===== config.mk =====
export PLATFORM = sky130hd
export DESIGN_NAME = fdm_match_engine
export DESIGN_NICKNAME = d
export VERILOG_FILES = /design/src/hdl/fdm_pkg.sv /design/src/hdl/fdm_match_engine.sv
export SDC_FILE = /design/constraint.sdc
export NUM_CORES = 1
export LEC_CHECK = 0
export ABC_AREA = 1
export BUFFER_PORTS_ARGS = -buffer_cell sky130_fd_sc_hd__buf_2
export CAP_MARGIN = 20
export CORE_AREA = 2 2 323 325
export DETAILED_ROUTE_END_ITERATION = 8
export DIE_AREA = 0 0 325 327
export HOLD_SLACK_MARGIN = 0.12
export PLACE_DENSITY_LB_ADDON = 0.25
export SYNTH_ARGS = -nofsm -noshare
export SYNTH_HDL_FRONTEND = slang
export SYNTH_SLANG_ARGS = --single-unit

===== constraint.sdc =====
create_clock -name clock -period 13.7 [get_ports clock]
set_clock_uncertainty 0.15 [all_clocks]
set_input_delay 3.425 -clock clock [delete_from_list [all_inputs] [get_ports clock]]
set_output_delay 3.425 -clock clock [all_outputs]
set_load 0.01 [all_outputs]

===== src/hdl/fdm_pkg.sv =====
// ----------------------------------------------------------------------------
// FAT directory name matcher package
// Shared widths, stream field offsets, the item mode codes, the structs that
// pass between the pipeline stages, and the small byte and checksum helpers.
// ----------------------------------------------------------------------------
package fdm_pkg;

   // Directory entry and field widths.
   localparam int ENTRY_W    = 256;
   localparam int WORD_W     = 64;
   localparam int BYTE_W     = 8;
   localparam int MODE_W     = 2;
   localparam int SLOT_W     = 5;
   localparam int IDX_W      = 6;
   localparam int COUNT_W    = 6;
   localparam int CLUSTER_W  = 32;

   // Entry layout.
   localparam int NAME_LEN       = 11;
   localparam int SUM_SPLIT      = 6;
   localparam int ATTR_BYTE      = 11;
   localparam int CHECKSUM_BYTE  = 13;
   localparam logic [BYTE_W-1:0] LONG_ATTR = 8'h0F;

   // Request stream packing: slot, then the four entry words, padded to bytes.
   localparam int REQ_SLOT_LSB  = 0;
   localparam int REQ_ENTRY_LSB = REQ_SLOT_LSB + SLOT_W;
   localparam int REQ_USED_W    = REQ_ENTRY_LSB + ENTRY_W;
   localparam int REQ_TDATA_W   = ((REQ_USED_W + 7) / 8) * 8;

   // Response stream packing: found, start cluster, progress, padded to bytes.
   localparam int RSP_USED_W  = 1 + CLUSTER_W + IDX_W;
   localparam int RSP_TDATA_W = ((RSP_USED_W + 7) / 8) * 8;

   // Register port.
   localparam int CSR_ADDR_W = 3;
   localparam int CSR_DATA_W = 32;
   localparam logic CSR_LONG_COUNT_IDX = 1'b0;

   // Item modes carried on tuser.
   typedef enum logic [MODE_W-1:0] {
      MODE_CLEAR = 2'd0,
      MODE_LOAD  = 2'd1,
      MODE_SCAN  = 2'd2
   } mode_type;

   // Item held in the compare stage.
   typedef struct packed {
      mode_type              mode;
      logic [ENTRY_W-1:0]    entry;
      logic [BYTE_W-1:0]     sum_part;
   } item_type;

   // Result of one item.
   typedef struct packed {
      logic                  found;
      logic [CLUSTER_W-1:0]  cluster;
      logic [IDX_W-1:0]      progress;
   } result_type;

   // Byte k of a little-endian entry.
   function automatic logic [BYTE_W-1:0] entry_byte(input logic [ENTRY_W-1:0] e,
                                                    input int k);
      return e[k*BYTE_W +: BYTE_W];
   endfunction

   // One step of the short-name checksum: rotate right by one, then add.
   function automatic logic [BYTE_W-1:0] name_sum_step(input logic [BYTE_W-1:0] s,
                                                       input logic [BYTE_W-1:0] b);
      return {s[0], s[BYTE_W-1:1]} + b;
   endfunction

endpackage


===== src/hdl/fdm_match_engine.sv =====
// ----------------------------------------------------------------------------
// FAT directory name matcher compare stage
// Compares the item in the second stage against the target read from RAM,
// finishes the short-name checksum, and keeps the match index and the saved
// long-entry checksum. Also forms the speculative read slot for the next item.
// ----------------------------------------------------------------------------
module fdm_match_engine #(
   parameter int MAX_TARGETS = 32,
   parameter int ADDR_W      = 5
) (
   input  logic                          clock,
   input  logic                          reset,
   input  logic                          item_valid,
   input  logic                          advance,
   input  fdm_pkg::item_type             item,
   input  logic [fdm_pkg::COUNT_W-1:0]   long_count,
   input  logic [fdm_pkg::ENTRY_W-1:0]   rd_data_a,
   input  logic [fdm_pkg::ENTRY_W-1:0]   rd_data_b,
   output logic [ADDR_W-1:0]             spec_addr,
   output fdm_pkg::result_type           result
);

   localparam int CNT_W = fdm_pkg::IDX_W + 1;
   localparam logic [CNT_W-1:0] MAX_COUNT = CNT_W'(MAX_TARGETS);

   logic [fdm_pkg::IDX_W-1:0]   match_index_ff;
   logic [fdm_pkg::IDX_W-1:0]   match_index_in;
   logic [fdm_pkg::BYTE_W-1:0]  saved_checksum_ff;
   logic [fdm_pkg::BYTE_W-1:0]  saved_checksum_in;

   logic [CNT_W-1:0]            count_ext;
   logic [CNT_W-1:0]            target_count;
   logic                        short_mode;
   logic                        long_phase;
   logic [fdm_pkg::ENTRY_W-1:0] target;
   logic                        e_long;
   logic                        t_long;
   logic                        name_eq;
   logic                        frag_eq;
   logic                        entries_match;
   logic [fdm_pkg::BYTE_W-1:0]  name_sum;
   logic [fdm_pkg::BYTE_W-1:0]  checksum_ref;
   logic [fdm_pkg::IDX_W-1:0]   index_after;
   logic                        found;
   logic [fdm_pkg::IDX_W-1:0]   spec_index;
   logic [CNT_W-1:0]            spec_index_ext;

   // Effective number of long targets, held to the store depth.
   assign count_ext    = CNT_W'(long_count);
   assign target_count = (count_ext > MAX_COUNT) ? MAX_COUNT : count_ext;
   assign short_mode   = (target_count == '0);
   assign long_phase   = !short_mode && ({1'b0, match_index_ff} < target_count);

   // Port B always reads slot zero; port A reads the slot the index points at.
   assign target = (short_mode || match_index_ff == '0) ? rd_data_b : rd_data_a;

   // Entry class and field comparisons.
   always_comb begin
      e_long  = (fdm_pkg::entry_byte(item.entry, fdm_pkg::ATTR_BYTE) == fdm_pkg::LONG_ATTR);
      t_long  = (fdm_pkg::entry_byte(target, fdm_pkg::ATTR_BYTE) == fdm_pkg::LONG_ATTR);
      name_eq = 1'b1;
      for (int k = 0; k < fdm_pkg::NAME_LEN; k++) begin
         if (fdm_pkg::entry_byte(item.entry, k) != fdm_pkg::entry_byte(target, k)) begin
            name_eq = 1'b0;
         end
      end
      frag_eq = 1'b1;
      for (int k = 14; k < 26; k++) begin
         if (fdm_pkg::entry_byte(item.entry, k) != fdm_pkg::entry_byte(target, k)) begin
            frag_eq = 1'b0;
         end
      end
      for (int k = 28; k < 32; k++) begin
         if (fdm_pkg::entry_byte(item.entry, k) != fdm_pkg::entry_byte(target, k)) begin
            frag_eq = 1'b0;
         end
      end
      entries_match = (e_long == t_long) && name_eq && (!e_long || frag_eq);
   end

   // Finish the short-name checksum over the remaining name bytes.
   always_comb begin
      name_sum = item.sum_part;
      for (int k = fdm_pkg::SUM_SPLIT; k < fdm_pkg::NAME_LEN; k++) begin
         name_sum = fdm_pkg::name_sum_step(name_sum, fdm_pkg::entry_byte(item.entry, k));
      end
   end

   // A long entry updates the saved checksum before the checksum compare.
   assign checksum_ref = e_long ? fdm_pkg::entry_byte(item.entry, fdm_pkg::CHECKSUM_BYTE)
                                : saved_checksum_ff;

   // Next match state and the hit decision.
   always_comb begin
      index_after       = match_index_ff;
      saved_checksum_in = saved_checksum_ff;
      found             = 1'b0;
      if (item_valid) begin
         unique case (item.mode)
            fdm_pkg::MODE_CLEAR: begin
               index_after       = '0;
               saved_checksum_in = '0;
            end
            fdm_pkg::MODE_LOAD: begin
               index_after = match_index_ff;
            end
            fdm_pkg::MODE_SCAN: begin
               if (e_long) begin
                  saved_checksum_in = fdm_pkg::entry_byte(item.entry,
                                                          fdm_pkg::CHECKSUM_BYTE);
               end
               if (short_mode) begin
                  found       = entries_match;
                  index_after = entries_match ? fdm_pkg::IDX_W'(1) : '0;
               end else if (long_phase) begin
                  index_after = entries_match ? match_index_ff + 1'b1 : '0;
               end else begin
                  found       = (name_sum == checksum_ref);
                  index_after = found ? match_index_ff : '0;
               end
            end
            default: begin
               index_after = match_index_ff;
            end
         endcase
      end
      match_index_in = found ? '0 : index_after;
   end

   // Result fields.
   always_comb begin
      result.found    = found;
      result.progress = index_after;
      result.cluster  = found ? {fdm_pkg::entry_byte(item.entry, 21),
                                 fdm_pkg::entry_byte(item.entry, 20),
                                 fdm_pkg::entry_byte(item.entry, 27),
                                 fdm_pkg::entry_byte(item.entry, 26)} : '0;
   end

   // The next item reads the slot after this one on a long match; any other
   // scan outcome lands on slot zero, which port B covers.
   always_comb begin
      if (item_valid && item.mode == fdm_pkg::MODE_SCAN && long_phase) begin
         spec_index = match_index_ff + 1'b1;
      end else begin
         spec_index = match_index_ff;
      end
      spec_index_ext = CNT_W'(spec_index);
      spec_addr      = (spec_index_ext >= MAX_COUNT) ? '0 : ADDR_W'(spec_index);
   end

   // Search state.
   always_ff @(posedge clock) begin
      if (reset) begin
         match_index_ff    <= '0;
         saved_checksum_ff <= '0;
      end else if (advance) begin
         match_index_ff    <= match_index_in;
         saved_checksum_ff <= saved_checksum_in;
      end
   end

endmodule


==> out/results.ini <==
[run_status]
status = complete, no violations

[finish]
instances_no_fill = 4186
final_nets = 3637
final_cell_mix = nand2_1 (829), buf_2 (759), inv_1 (324)
fillers = 12297
mostFrequentLayoutCell = nand2_1
final_layout_size_suffix_gt1_share_pct = 28.4
area_delta_synth_final_pct = 51.6

[timing]
rsz0062_at_grt = no
hold_viol = 0
setup_viol = 0
fin_tns_setup_ns = 0
max_slew.worst_pin.slew_ns = 0.942
slew-limit-headroom_pct = 37.2
fmax_mhz = 77.3
timing.final.crit_share_pct = 94.5
post-route-min-period_ns = 12.94
slew_violations = 0

[synth]
ys.flop_type = dfxtp_1
yosys_warnings = 0
synth_top_cell_by_area = nand2_1
synth_top_cell_area_share_pct = 29.9
synth_edf_count = 0
ys_seq_elements = 14
netlist_area_um2 = 10400
syn-instance-count = 2100
synth.distinct_cells = 34
yosys-top-cells-area = nand2_1 (30%), nand3_1 (12%), inv_1 (12%)
ys_seq_area_share_pct = 2.70
syn-num-nets = 2938
synth-async-reset-ratio_pct = 0
avgSynthCellArea_um2 = 4.95

[floorplan]
rows = 118
fp.dieArea_um2 = 106000
fp.dieH_um = 327
ioPinCount = 832
fp.coreArea_um2 = 103000
fp.dieW_um = 325
start_util_pct = 10.1

[critical_path]
slowest_stage = fa_1
crit_required_ns = 10.12
criticalPathCategory = in -> out
worst-r2r-cell-count = 25
critical_path_arrival_ns = 9.37
crit_start = item[56]
cp_num_cells = 29
path_buf_inv = 7
crit_family = adder cells
worstSetupEndpoint = result[5]
start_kind = input port
r2r-start = match_index_ff[0]
critPathMostFrequentCell = o21ai_0
r2r_setup_slack_ns = 8.07
worstSetupEndpointType = output pin
max_stage_delay_ns = 0.47
r2r-end = match_index_ff[5]
cp_max_fo = 6

[clock_tree]
clockBufferDepth = 2
clk_latency_ns = 0.24
post_cts_buffers = 0
cts_tree = yes
htreeDepth = 1
cts_buffers = 3
clock-sinks = 14
cts.reportedPaths.clkPinSlew_ns = 0.05
ctsHoldBuffers = 0
post_cts_resize_count = 0
cts-root-buf = clkbuf_16

[power_and_ir_drop]
clkPwrFrac_pct = 6.2
p_seq_share_pct = 4.1
p_leak_nw = 9.44
ir_worst_vdd_v = 0.0000753
intPower_w = 0.000475
p_switching_w = 0.000525
p_per_area_nw_per_um2 = 63.5
swShare_pct = 52.5
power_frac_comb_pct = 89.7

[grt]
grt_pass1_wl_um = 98600
grt-ovfl-total = 0
grt_max_degree = 107
grt_antenna_before_repair = 30
track_usage_pct = 12.5
grt_pass1_vias = 14953

[routing]
initialDrtViolationCount = 549
drt_wl_total_um = 70200
via_count = 15322
via_per_inst = 3.66
drc_errors = 0
avgRoutedWirePerCell_um = 16.8
dr.pass1.iters = 5
ant_nets = 0

[place]
place.gp.congestion = 0.849
dp_cells = 4174
hpwl_um = 62100
port_buffers = 759

[flow_run]
max-cap-violations = 0

[hold_path]
min_path_type = reg -> reg

-- power groups by stage --
| stage | Sequential (W) | Combinational, W | Clock [W] |
|---|---|---|---|
| finish | 0.0000408 | 0.000897 | 0.0000619 |
| global route | 0.0000408 | 0.00104 | 0.0000657 |
| CTS | 0.0000408 | 0.000923 | 0.0000635 |
| detailed placement | 0.0000416 | 0.000919 | 0 |
| global placement | 0.0000416 | 0.000919 | 0 |
| floorplan | 0.0000416 | 0.000587 | 0 |
-- sequential cells by signal, indices dropped and copies added, names as in the netlist --
register / count
match_index_ff: 6
saved_checksum_ff: 8
-- through the flow --
step                      hold slack [ns]  setup WS [ns]  utilization [%]  total power [W]  instance area (um2)
after floorplan                     0.289           1.60                -         0.000628                10400
after global placement              0.303          0.528             15.2         0.000960                15600
after detailed placement            0.308          0.505             15.2         0.000961                15600
after CTS                           0.317          0.467             15.3          0.00103                15700
after global routing                0.329         0.0437             15.3          0.00114                15800
final                               0.314          0.756             15.3          0.00100                15800
-- worst register-to-register path, cell delays in order (launching register included) --
cell      delay (ns)
dfxtp_1         0.35
inv_1           0.21
ha_1            0.23
nand4_4         0.65
nand2_8         0.85
buf_12          0.43
nand2_1         0.19
nand3b_1        0.10
nand2_1         0.09
inv_1           0.10
nand2_1         0.07
nor2_1          0.08
nand2_1         0.06
nor2_1          0.14
nand2_1         0.16
nor2_1          0.43
nand2_1         0.22
nand2_1         0.16
nand2_2         0.11
a21oi_2         0.21
nand2_2         0.08
buf_12          0.17
nand2_1         0.10
inv_2           0.06
nand2_1         0.07
a21oi_1         0.05
-- cells by family (layout without fill, tap and decap cells) --
group / after synthesis / in the layout / synth area share [%]
AO/OA/AOI/OAI: 160 / 160 / 8.87
XOR/XNOR: 85 / 85 / 7.16
adder cells (fa/ha/maj): 50 / 50 / 6.38
buffers and inverters: 402 / 1100 / 15.9
flip-flops: 14 / 14 / 2.70
multiplexers: 1 / 1 / 0.0963
other: 0 / 8 / 0
AND/OR/NAND/NOR: 1388 / 1388 / 58.9
-- Yosys cell counts, drive strengths merged (14+ instances only) --
| library cell | n |
|---|---|
| a21o | 25 |
| a21oi | 44 |
| buf | 64 |
| dfxtp | 14 |
| ha | 45 |
| inv | 325 |
| nand2 | 832 |
| nand3 | 248 |
| nand3b | 129 |
| nand4 | 17 |
| nor2 | 147 |
| o211ai | 14 |
| o21ai | 68 |
| xnor2 | 33 |
| xor2 | 52 |
-- layout make-up --
| class | instances | area (um2) | area share, % |
|---|---|---|---|
| multi-input cells | 1684 | 8480 | 53.8 |
| inverters | 325 | 1220 | 7.74 |
| flip-flops and latches | 14 | 280 | 1.78 |
| well taps | 1380 | 1730 | 11.0 |
| diodes | 8 | 20.0 | 0.127 |
| repair buffers | 771 | 3940 | 25.0 |
| clock buffers | 4 | 88.8 | 0.564 |
-- metal layers --
| metal | track usage, % | part of all wire (%) | vias up | wire, um |
|---|---|---|---|---|
| li1 | - | - | 7975 | - |
| met1 | 15.0 | 42 | 6742 | 29700 |
| met2 | 23.5 | 50 | 527 | 35400 |
| met3 | 2.32 | 5.7 | 60 | 4000 |
| met4 | 1.51 | 1.4 | 18 | 958 |
| met5 | 0 | 0.16 | - | 114 |
-- how the worst min path moves through the flow --
| stage | depth (start not counted) | slack, ns | endpoint | start |
|---|---|---|---|---|
| finish | 2 | 0.31 | saved_checksum_ff[3] | saved_checksum_ff[3] |
| floorplan | 2 | 0.29 | saved_checksum_ff[7] | saved_checksum_ff[7] |
| CTS | 2 | 0.32 | saved_checksum_ff[5] | saved_checksum_ff[5] |
| detailed placement | 2 | 0.31 | saved_checksum_ff[5] | saved_checksum_ff[5] |
| global placement | 2 | 0.30 | saved_checksum_ff[5] | saved_checksum_ff[5] |
| global route | 2 | 0.33 | saved_checksum_ff[1] | saved_checksum_ff[1] |
No activity file was read; power rests on OpenSTA's default activity.
